`src/sv/pns_pkg.sv`:
```
// Package of the pitch note segmenter: payload and configuration types,
// state codes, register indexes and constants. It depends on nothing.
`default_nettype none

package pns_pkg;

    localparam int PITCH_BINS_DEF = 150;
    localparam int COUNT_BITS_DEF = 16;

    // Pitches at or above this integer value never enter the histogram.
    localparam int PITCH_LIMIT = 150;

    // A mode qualifies when SHARE_NUM * mode_count >= SHARE_DEN * qualified.
    localparam int SHARE_NUM = 20;
    localparam int SHARE_DEN = 7;

    localparam int CFG_DATA_W = 32;
    localparam int CFG_ADDR_W = 5;

    localparam logic [15:0] COARSE_RESET    = 16'd256;
    localparam logic [15:0] FINE_RESET      = 16'd256;
    localparam logic        USE_FINE_RESET  = 1'b0;
    localparam logic [15:0] MIN_DUR_RESET   = 16'd25;
    localparam logic [7:0]  MIN_PITCH_RESET = 8'd20;
    localparam logic [15:0] FRAME_LEN_RESET = 16'd512;

    typedef enum logic [2:0] {
        CFG_COARSE    = 3'd0,
        CFG_FINE      = 3'd1,
        CFG_USE_FINE  = 3'd2,
        CFG_MIN_DUR   = 3'd3,
        CFG_MIN_PITCH = 3'd4,
        CFG_FRAME_LEN = 3'd5
    } cfg_idx_t;

    typedef struct packed {
        logic [15:0] coarse_threshold;
        logic [15:0] fine_threshold;
        logic        use_fine;
        logic [15:0] min_duration;
        logic [7:0]  min_pitch;
        logic [15:0] frame_length;
    } cfg_t;

    typedef struct packed {
        logic [15:0] velocity;
        logic [15:0] pitch;
        logic [31:0] sample_time;
    } frame_t;

    typedef struct packed {
        logic [31:0] note_start;
        logic [31:0] note_end;
        logic [7:0]  note_pitch;
    } note_t;

    typedef enum logic [2:0] {
        ST_CLEAR,
        ST_IDLE,
        ST_UPDATE,
        ST_JUDGE,
        ST_SCAN,
        ST_TAIL,
        ST_DECIDE
    } seg_state_t;

endpackage

`default_nettype wire

```
`src/sv/pns_ram.sv`:
```
// Generic single-clock RAM with one write port and one registered read port.
// Depends on nothing; a read of an entry written in the same cycle returns old data.
`default_nettype none

module pns_ram #(
    parameter int WIDTH = 16,
    parameter int DEPTH = 150
) (
    input  wire logic                     clk,
    input  wire logic                     we,
    input  wire logic [$clog2(DEPTH)-1:0] waddr,
    input  wire logic [WIDTH-1:0]         wdata,
    input  wire logic [$clog2(DEPTH)-1:0] raddr,
    output logic      [WIDTH-1:0]         rdata
);

    logic [WIDTH-1:0] mem [DEPTH];

    always_ff @(posedge clk)
    begin
        if (we)
        begin
            mem[waddr] <= wdata;
        end
        rdata <= mem[raddr];
    end

endmodule

`default_nettype wire

```
`src/sv/pns_cfg.sv`:
```
// Configuration register file of the pitch note segmenter behind an APB-style port.
// Depends on pns_pkg for the register layout, indexes and reset values.
`default_nettype none

module pns_cfg (
    input  wire logic                             clk,
    input  wire logic                             rst_n,
    input  wire logic                             psel,
    input  wire logic                             penable,
    input  wire logic                             pwrite,
    input  wire logic [pns_pkg::CFG_ADDR_W-1:0]   paddr,
    input  wire logic [pns_pkg::CFG_DATA_W-1:0]   pwdata,
    output logic      [pns_pkg::CFG_DATA_W-1:0]   prdata,
    output logic                                  pready,
    output pns_pkg::cfg_t                         cfg
);

    pns_pkg::cfg_t     cfg_reg;
    pns_pkg::cfg_idx_t idx;
    logic              wr_en;

    assign idx    = pns_pkg::cfg_idx_t'(paddr[pns_pkg::CFG_ADDR_W-1:2]);
    assign wr_en  = psel && penable && pwrite;
    assign pready = 1'b1;
    assign cfg    = cfg_reg;

    always_ff @(posedge clk or negedge rst_n)
    begin
        if (!rst_n)
        begin
            cfg_reg.coarse_threshold <= pns_pkg::COARSE_RESET;
            cfg_reg.fine_threshold   <= pns_pkg::FINE_RESET;
            cfg_reg.use_fine         <= pns_pkg::USE_FINE_RESET;
            cfg_reg.min_duration     <= pns_pkg::MIN_DUR_RESET;
            cfg_reg.min_pitch        <= pns_pkg::MIN_PITCH_RESET;
            cfg_reg.frame_length     <= pns_pkg::FRAME_LEN_RESET;
        end
        else if (wr_en)
        begin
            unique case (idx)
                pns_pkg::CFG_COARSE:    cfg_reg.coarse_threshold <= pwdata[15:0];
                pns_pkg::CFG_FINE:      cfg_reg.fine_threshold   <= pwdata[15:0];
                pns_pkg::CFG_USE_FINE:  cfg_reg.use_fine         <= pwdata[0];
                pns_pkg::CFG_MIN_DUR:   cfg_reg.min_duration     <= pwdata[15:0];
                pns_pkg::CFG_MIN_PITCH: cfg_reg.min_pitch        <= pwdata[7:0];
                pns_pkg::CFG_FRAME_LEN: cfg_reg.frame_length     <= pwdata[15:0];
                default: ;
            endcase
        end
    end

    always_comb
    begin
        unique case (idx)
            pns_pkg::CFG_COARSE:    prdata = 32'(cfg_reg.coarse_threshold);
            pns_pkg::CFG_FINE:      prdata = 32'(cfg_reg.fine_threshold);
            pns_pkg::CFG_USE_FINE:  prdata = 32'(cfg_reg.use_fine);
            pns_pkg::CFG_MIN_DUR:   prdata = 32'(cfg_reg.min_duration);
            pns_pkg::CFG_MIN_PITCH: prdata = 32'(cfg_reg.min_pitch);
            pns_pkg::CFG_FRAME_LEN: prdata = 32'(cfg_reg.frame_length);
            default:                prdata = '0;
        endcase
    end

endmodule

`default_nettype wire

```
`src/sv/pitch_note_segmenter.sv`:
```
// Top level of the pitch note segmenter: run tracking, histogram control and note output.
// Depends on pns_pkg, pns_cfg and pns_ram.
//
//   Channel  Direction  Handshake            Payload
//   frame    in         frame_valid/ready    pns_pkg::frame_t (velocity, pitch, sample_time)
//   note     out        note_valid/ready     pns_pkg::note_t (note_start, note_end, note_pitch)
//   config   in         psel/penable/pready  paddr, pwdata, prdata (APB style)
//
// A frame that extends the current run reads its histogram bin when it is taken and, if its
// pitch qualifies, writes the incremented count back in the update state. A frame that ends
// a run passes through the judge, scan, tail and decide states; the scan reads the histogram
// memory one bin per cycle. After reset the histogram memory is cleared in a pass over all
// PITCH_BINS bins, during which no frame request is taken; configuration writes are taken at
// all times. A pending note waits in the output register while new frames are taken; only a
// second note behind an untaken one holds the block in its decision state.
`default_nettype none

module pitch_note_segmenter #(
    parameter int PITCH_BINS = pns_pkg::PITCH_BINS_DEF,
    parameter int COUNT_BITS = pns_pkg::COUNT_BITS_DEF
) (
    input  wire logic                             clk,
    input  wire logic                             rst_n,
    input  wire logic                             frame_valid,
    output logic                                  frame_ready,
    input  wire pns_pkg::frame_t                  frame,
    output logic                                  note_valid,
    input  wire logic                             note_ready,
    output pns_pkg::note_t                        note,
    input  wire logic                             psel,
    input  wire logic                             penable,
    input  wire logic                             pwrite,
    input  wire logic [pns_pkg::CFG_ADDR_W-1:0]   paddr,
    input  wire logic [pns_pkg::CFG_DATA_W-1:0]   pwdata,
    output logic      [pns_pkg::CFG_DATA_W-1:0]   prdata,
    output logic                                  pready
);

    localparam int IDX_W   = $clog2(PITCH_BINS);
    localparam int PROD_W  = (16 + COUNT_BITS > 32) ? 16 + COUNT_BITS : 32;
    localparam int DUR_W   = (COUNT_BITS > 16) ? COUNT_BITS : 16;
    localparam int SHARE_W = COUNT_BITS + 5;
    localparam logic [IDX_W-1:0] LAST_BIN = IDX_W'(PITCH_BINS - 1);
    localparam logic [15:0] PITCH_CAP = 16'(pns_pkg::PITCH_LIMIT * 256);

    // Configuration registers.
    pns_pkg::cfg_t cfg;

    pns_cfg u_cfg (
        .clk     (clk),
        .rst_n   (rst_n),
        .psel    (psel),
        .penable (penable),
        .pwrite  (pwrite),
        .paddr   (paddr),
        .pwdata  (pwdata),
        .prdata  (prdata),
        .pready  (pready),
        .cfg     (cfg)
    );

    // Sequencer state and the scan index, which also serves the clearing pass after reset.
    pns_pkg::seg_state_t state_reg, state_next;
    logic [IDX_W-1:0]    idx_reg, idx_next;

    // Run state that lives in flip-flops; the histogram lives in the memory.
    logic [COUNT_BITS-1:0] run_length_reg;
    logic [31:0]           pitch_sum_reg;
    logic [31:0]           run_start_reg;
    logic [31:0]           run_end_reg;
    logic [COUNT_BITS-1:0] qual_cnt_reg;

    // Per-frame and per-judgement working registers.
    logic                  qual_reg;
    logic [IDX_W-1:0]      bin_reg;
    logic [PROD_W-1:0]     prod_reg;
    logic                  pass_reg;
    logic                  scan_vld_reg;
    logic [IDX_W-1:0]      scan_idx_reg;
    logic [COUNT_BITS-1:0] best_reg;
    logic [IDX_W-1:0]      mode_reg;

    // Output register.
    logic                  note_valid_reg;
    pns_pkg::note_t        note_reg;

    // Histogram memory ports.
    logic                  ram_we;
    logic [IDX_W-1:0]      ram_waddr;
    logic [COUNT_BITS-1:0] ram_wdata;
    logic [IDX_W-1:0]      ram_raddr;
    logic [COUNT_BITS-1:0] ram_rdata;

    pns_ram #(
        .WIDTH (COUNT_BITS),
        .DEPTH (PITCH_BINS)
    ) u_hist (
        .clk   (clk),
        .we    (ram_we),
        .waddr (ram_waddr),
        .wdata (ram_wdata),
        .raddr (ram_raddr),
        .rdata (ram_rdata)
    );

    // Frame decode, valid only while a request is being taken.
    logic        frame_acc;
    logic [15:0] threshold;
    logic        extend;
    logic        qualify;
    logic [32:0] sum_wide;

    assign frame_ready = (state_reg == pns_pkg::ST_IDLE);
    assign frame_acc   = frame_valid && frame_ready;
    assign threshold   = cfg.use_fine ? cfg.fine_threshold : cfg.coarse_threshold;
    assign extend      = frame.velocity < threshold;
    assign qualify     = (frame.pitch > {cfg.min_pitch, 8'h00}) && (frame.pitch < PITCH_CAP)
                         && ({1'b0, frame.pitch[15:8]} < 9'(PITCH_BINS));
    assign sum_wide    = {1'b0, pitch_sum_reg} + {17'b0, frame.pitch};

    // Run-end tests. The mean test compares against the product registered at acceptance.
    logic               judge_pass;
    logic [SHARE_W-1:0] share_lhs;
    logic [SHARE_W-1:0] share_rhs;
    logic               emit;
    logic               out_blocked;

    assign judge_pass = (DUR_W'(run_length_reg) > DUR_W'(cfg.min_duration))
                        && (PROD_W'(pitch_sum_reg) > prod_reg)
                        && (qual_cnt_reg != '0);
    assign share_lhs  = SHARE_W'(best_reg) * SHARE_W'(pns_pkg::SHARE_NUM);
    assign share_rhs  = SHARE_W'(qual_cnt_reg) * SHARE_W'(pns_pkg::SHARE_DEN);
    assign emit       = pass_reg && (share_lhs >= share_rhs) && (mode_reg != '0)
                        && (run_end_reg > run_start_reg);
    assign out_blocked = note_valid_reg && !note_ready;

    // Histogram memory access. A scan reads each bin and zeroes it in the same cycle;
    // the memory returns the old count in the following cycle.
    always_comb
    begin
        case (state_reg)
            pns_pkg::ST_SCAN: ram_raddr = idx_reg;
            default:          ram_raddr = IDX_W'(frame.pitch[15:8]);
        endcase
        ram_we    = (state_reg == pns_pkg::ST_CLEAR) || (state_reg == pns_pkg::ST_SCAN)
                    || ((state_reg == pns_pkg::ST_UPDATE) && qual_reg);
        ram_waddr = (state_reg == pns_pkg::ST_UPDATE) ? bin_reg : idx_reg;
        if (state_reg == pns_pkg::ST_UPDATE)
        begin
            ram_wdata = (&ram_rdata) ? ram_rdata : ram_rdata + 1'b1;
        end
        else
        begin
            ram_wdata = '0;
        end
    end

    always_ff @(posedge clk or negedge rst_n)
    begin
        if (!rst_n)
        begin
            state_reg <= pns_pkg::ST_CLEAR;
            idx_reg   <= '0;
        end
        else
        begin
            state_reg <= state_next;
            idx_reg   <= idx_next;
        end
    end

    always_comb
    begin
        state_next = state_reg;
        idx_next   = idx_reg;
        unique case (state_reg)
            pns_pkg::ST_CLEAR:
            begin
                idx_next = idx_reg + 1'b1;
                if (idx_reg == LAST_BIN)
                begin
                    idx_next   = '0;
                    state_next = pns_pkg::ST_IDLE;
                end
            end
            pns_pkg::ST_IDLE:
            begin
                if (frame_acc)
                begin
                    state_next = extend ? pns_pkg::ST_UPDATE : pns_pkg::ST_JUDGE;
                end
            end
            pns_pkg::ST_UPDATE:
            begin
                state_next = pns_pkg::ST_IDLE;
            end
            pns_pkg::ST_JUDGE:
            begin
                idx_next   = '0;
                state_next = pns_pkg::ST_SCAN;
            end
            pns_pkg::ST_SCAN:
            begin
                idx_next = idx_reg + 1'b1;
                if (idx_reg == LAST_BIN)
                begin
                    idx_next   = '0;
                    state_next = pns_pkg::ST_TAIL;
                end
            end
            pns_pkg::ST_TAIL:
            begin
                state_next = pns_pkg::ST_DECIDE;
            end
            pns_pkg::ST_DECIDE:
            begin
                if (!(emit && out_blocked))
                begin
                    state_next = pns_pkg::ST_IDLE;
                end
            end
            default:
            begin
                state_next = pns_pkg::ST_IDLE;
            end
        endcase
    end

    // Run state: extended by each frame below the threshold, cleared when a run is judged.
    always_ff @(posedge clk or negedge rst_n)
    begin
        if (!rst_n)
        begin
            run_length_reg <= '0;
            pitch_sum_reg  <= '0;
            run_start_reg  <= '0;
            run_end_reg    <= '0;
            qual_cnt_reg   <= '0;
            qual_reg       <= 1'b0;
            scan_vld_reg   <= 1'b0;
            note_valid_reg <= 1'b0;
        end
        else
        begin
            scan_vld_reg <= (state_reg == pns_pkg::ST_SCAN);

            if (frame_acc && extend)
            begin
                if (run_length_reg == '0)
                begin
                    run_start_reg <= frame.sample_time;
                end
                run_end_reg    <= frame.sample_time + {16'b0, cfg.frame_length};
                run_length_reg <= (&run_length_reg) ? run_length_reg
                                                    : run_length_reg + 1'b1;
                pitch_sum_reg  <= sum_wide[32] ? 32'hFFFF_FFFF : sum_wide[31:0];
                qual_reg       <= qualify;
                if (qualify && !(&qual_cnt_reg))
                begin
                    qual_cnt_reg <= qual_cnt_reg + 1'b1;
                end
            end
            else if ((state_reg == pns_pkg::ST_DECIDE) && !(emit && out_blocked))
            begin
                run_length_reg <= '0;
                pitch_sum_reg  <= '0;
                run_start_reg  <= '0;
                run_end_reg    <= '0;
                qual_cnt_reg   <= '0;
            end

            // A new note is loaded only when the output register is free or being drained.
            if ((state_reg == pns_pkg::ST_DECIDE) && emit && !out_blocked)
            begin
                note_valid_reg <= 1'b1;
            end
            else if (note_valid_reg && note_ready)
            begin
                note_valid_reg <= 1'b0;
            end
        end
    end

    // Working registers that carry no reset.
    always_ff @(posedge clk)
    begin
        if (frame_acc)
        begin
            bin_reg  <= IDX_W'(frame.pitch[15:8]);
            prod_reg <= PROD_W'({cfg.min_pitch, 8'h00}) * PROD_W'(run_length_reg);
        end

        if (state_reg == pns_pkg::ST_JUDGE)
        begin
            pass_reg <= judge_pass;
            best_reg <= '0;
            mode_reg <= '0;
        end
        else if (scan_vld_reg && (ram_rdata > best_reg))
        begin
            // Strictly greater keeps the lowest bin on ties.
            best_reg <= ram_rdata;
            mode_reg <= scan_idx_reg;
        end

        scan_idx_reg <= idx_reg;

        if ((state_reg == pns_pkg::ST_DECIDE) && emit && !out_blocked)
        begin
            note_reg.note_start <= run_start_reg;
            note_reg.note_end   <= run_end_reg;
            note_reg.note_pitch <= 8'(mode_reg);
        end
    end

    assign note_valid = note_valid_reg;
    assign note       = note_reg;

endmodule

`default_nettype wire

```
`config.mk`:
```
export PLATFORM = sky130hd
export DESIGN_NAME = pitch_note_segmenter
export DESIGN_NICKNAME = d
export VERILOG_FILES = /design/src/sv/pns_pkg.sv /design/src/sv/pns_ram.sv /design/src/sv/pns_cfg.sv /design/src/sv/pitch_note_segmenter.sv
export SDC_FILE = /design/constraint.sdc
export NUM_CORES = 2
export LEC_CHECK = 0
export ABC_AREA = 1
export BUFFER_PORTS_ARGS = -buffer_cell sky130_fd_sc_hd__buf_2
export CORE_MARGIN = 1.5
export CORE_UTILIZATION = 49
export DETAILED_ROUTE_END_ITERATION = 10
export PLACE_DENSITY = 0.63
export SLEW_MARGIN = 10
export SYNTH_ARGS = -nofsm -noshare
export SYNTH_HDL_FRONTEND = slang
export SYNTH_SLANG_ARGS = --single-unit
```
`constraint.sdc`:
```
create_clock -name clk -period 13.29 [get_ports clk]
set_input_delay 1.329 -clock clk [delete_from_list [all_inputs] [get_ports clk]]
set_output_delay 1.329 -clock clk [all_outputs]
set_load 0.005 [all_outputs]
```
==> metrics.txt <==
Yosys cell types 56; Adder-Cell Fraction of Synth Area 0.0428; hold depth 0; Clock Latency Late Sink 0.87 ns; Cells after Synth 12814; Yosys top cell by area edfxtp_1; final setup violation count 0; largest family of logic cells by synthesized area simple AND/OR/NAND/NOR gates; status completed; Synth Area in Compound Gates 0.0437; Startpoint Class flop; Worst Path Buf+Inv 4; Tcrit/Tclk final 0.476; FMAX between 150 and 200 MHz; I/O Pins 215; EDFF count, synth 2505; WP depth 14; Nets roughly 13000; critical path arrival 7.07 ns; global route overflow 0; R2R Setup Slk 6.97 ns; area grow syn2layout 11.0%; Synth top cells by count 3195 x nand2_1, 2505 x edfxtp_1, 2091 x nand3_1, 2004 x inv_1, 525 x o21ai_0; largest net degree at the start of global routing 198; Worst Path Required 14.04 ns; leakage 0.0610 uW; Synth Area in XOR/XNOR 0.00583; total of warnings raised by yosys 0; Hold-fix buffers, CTS 0; initial core utilization 0.493; First DRT Iteration DRCs 9829; Die ar. 267000 sq um; Total Routing Usage GR 0.264; RSZ-0062 raised after global routing false; CTS H-tree depth 5; total CTS buffers 302; WS Path Type flop to flop; post-synthesis mux area share 0.000620; Avg Cell Area, Syn roughly 10 sq um; total wire length 358 mm; fin crit period approximately 6.3 ns; Setup Slack @ Placement roughly 7.0 ns; Post-route DRC 0; count leader, synth nand2_1; DR vias 91501; cells along the critical path nor2_4 > nand2_2 > o21ai_4 > buf_4 > buf_4 > buf_4 > buf_4 > nand3_1 > nand3_1 > nand3_1 > nand3_1 > nand3_1 > nand3_1 > nand2_1; family with the most delay on the worst path buffers and inverters; DR pass1 iterations 7; CTS resizes 0; Largest register FFs 2400; CTS Buffer Depth 4; Synth async-reset ratio 0.0777; routed len/inst around 21 microns; endpoint type of the worst setup path flop; Worst Skew around 0.054 ns; Min-Delay Path Class flop to flop; GPL Wtd Cong 0.884; clk slew on worst S/H paths 0.07 ns; ANT nets after route 0; synthesized area 129000 sq um; final setup TNS 0 ns; reg2reg path depth 14; Root Buffer clkbuf_16; max-cap violation count 0; share of the synthesized area in the top cell type 0.582; input/output buffers 179; total design power 24800 uW; Worst slew margin 0.123; Util after Layout 0.547; Synth area leaders edfxtp_1 58%, nand2_1 9.3%, nand3_1 8.1%, inv_1 5.8%, dfrtp_1 4.0%; slowest CP cell buf_4; CTS tree done; Worst path max stage delay 0.74 ns; Power Density between 150 and 200 nW/um^2; sequential fraction of the synthesis area 0.631; Die Height 517 microns; Final HPWL DP around 210 mm; vias in the first global route 86373; #FFs+latches synth between 2000 and 3000; DR vias/cell 5.49; FP Rows approximately 190; fraction of layout cells with a size suffix above 1 0.0707; area share of and/or/nand/nor cells after synthesis 0.194; ys flop type edfxtp_1; fin. max-slew vios 0; Core Region 262000 sq um; Post-CTS Setup Repair Bufs 0; final worst slack 6.97 ns; Num Clock Sinks 2768; Fin. Hold Viols 0; Slew @ Worst Pin 1.32 ns; initial antenna violation count 10; crit-path most repeated cell nand3_1; peak supply drop approximately 0.00014 V; die width 517 microns; CP max FO 60; first-pass GRT wire length 532 mm
==> report_power, final <==
part / switching, uW / leakage (uW) / internal, uW / total, uW
Clock: 3390 / 0.00468 / 4800 / 8190
Sequential: 340 / 0.0262 / 10400 / 10700
Combinational: 4350 / 0.0301 / 1580 / 5930
==> path summary, 6_finish.rpt <==
check / startpoint / to
min in group asynchronous: rst_n / run_end_reg[24]
hold / removal: idx_reg[4] / scan_idx_reg[4]
hold reg to reg: idx_reg[4] / scan_idx_reg[4]
setup / recovery: state_reg[0] / u_hist.rdata[13]
max in group asynchronous: rst_n / run_length_reg[4]
setup reg to reg: state_reg[0] / u_hist.rdata[13]
==> kinds of logic (layout without fill, tap and decap cells) <==
| family | count (synthesis) | after routing |
|---|---|---|
| multiplexers | 8 | 8 |
| buffers and inverters | 2678 | 2983 |
| flip-flops | 2768 | 2768 |
| other | 2 | 22 |
| adder cells (fa/ha/maj) | 380 | 380 |
| AND/OR/NAND/NOR | 5891 | 5891 |
| AO/OA/AOI/OAI | 1001 | 1001 |
| XOR/XNOR | 86 | 86 |
==> area by class of cell <==
class	count	area, sq um
clock buffers	377	8090
inverters	2013	7600
fillers	22292	119000
well taps	3515	4400
repair buffers	440	2980
diodes	5	12.5
clock inverters	153	1420
flip-flops and latches	2768	81600
multi-input cells	7383	37400
==> layout by cell type, fill, tap and decap left out, drive strengths merged, types with 33 or more instances in the layout <==
master,netlist,layout
nor3,45,45
nor2,486,486
dfxtp,48,48
fa,103,103
o22ai,35,35
clkbuf,239,377
edfxtp,2505,2505
nand3,2092,2092
o211ai,52,52
o21bai,52,52
xor2,59,59
dfrtp,207,207
ha,277,277
o21ai,572,572
inv,2010,2016
a21oi,184,184
nand4,33,33
clkinv,3,122
buf,426,440
nand2,3200,3200
==> per-layer routing <==
layer,part of all wire,GRT usage
met1,0.42,0.369
met2,0.45,0.414
met3,0.088,0.0446
met4,0.039,0.0980
met5,0.00037,0
==> stage by stage <==
stage | std cells | cell area [sq um] | hold slack (ns)
finish | 16654 | 143000 | 0.422
global route | 16650 | 143000 | 0.450
CTS | 16648 | 143000 | 0.423
detailed placement | 16118 | 134000 | 0.428
global placement | 16118 | 134000 | 0.433
floorplan | 12829 | 129000 | 0.389
No activity file was read; power rests on OpenSTA's default activity.
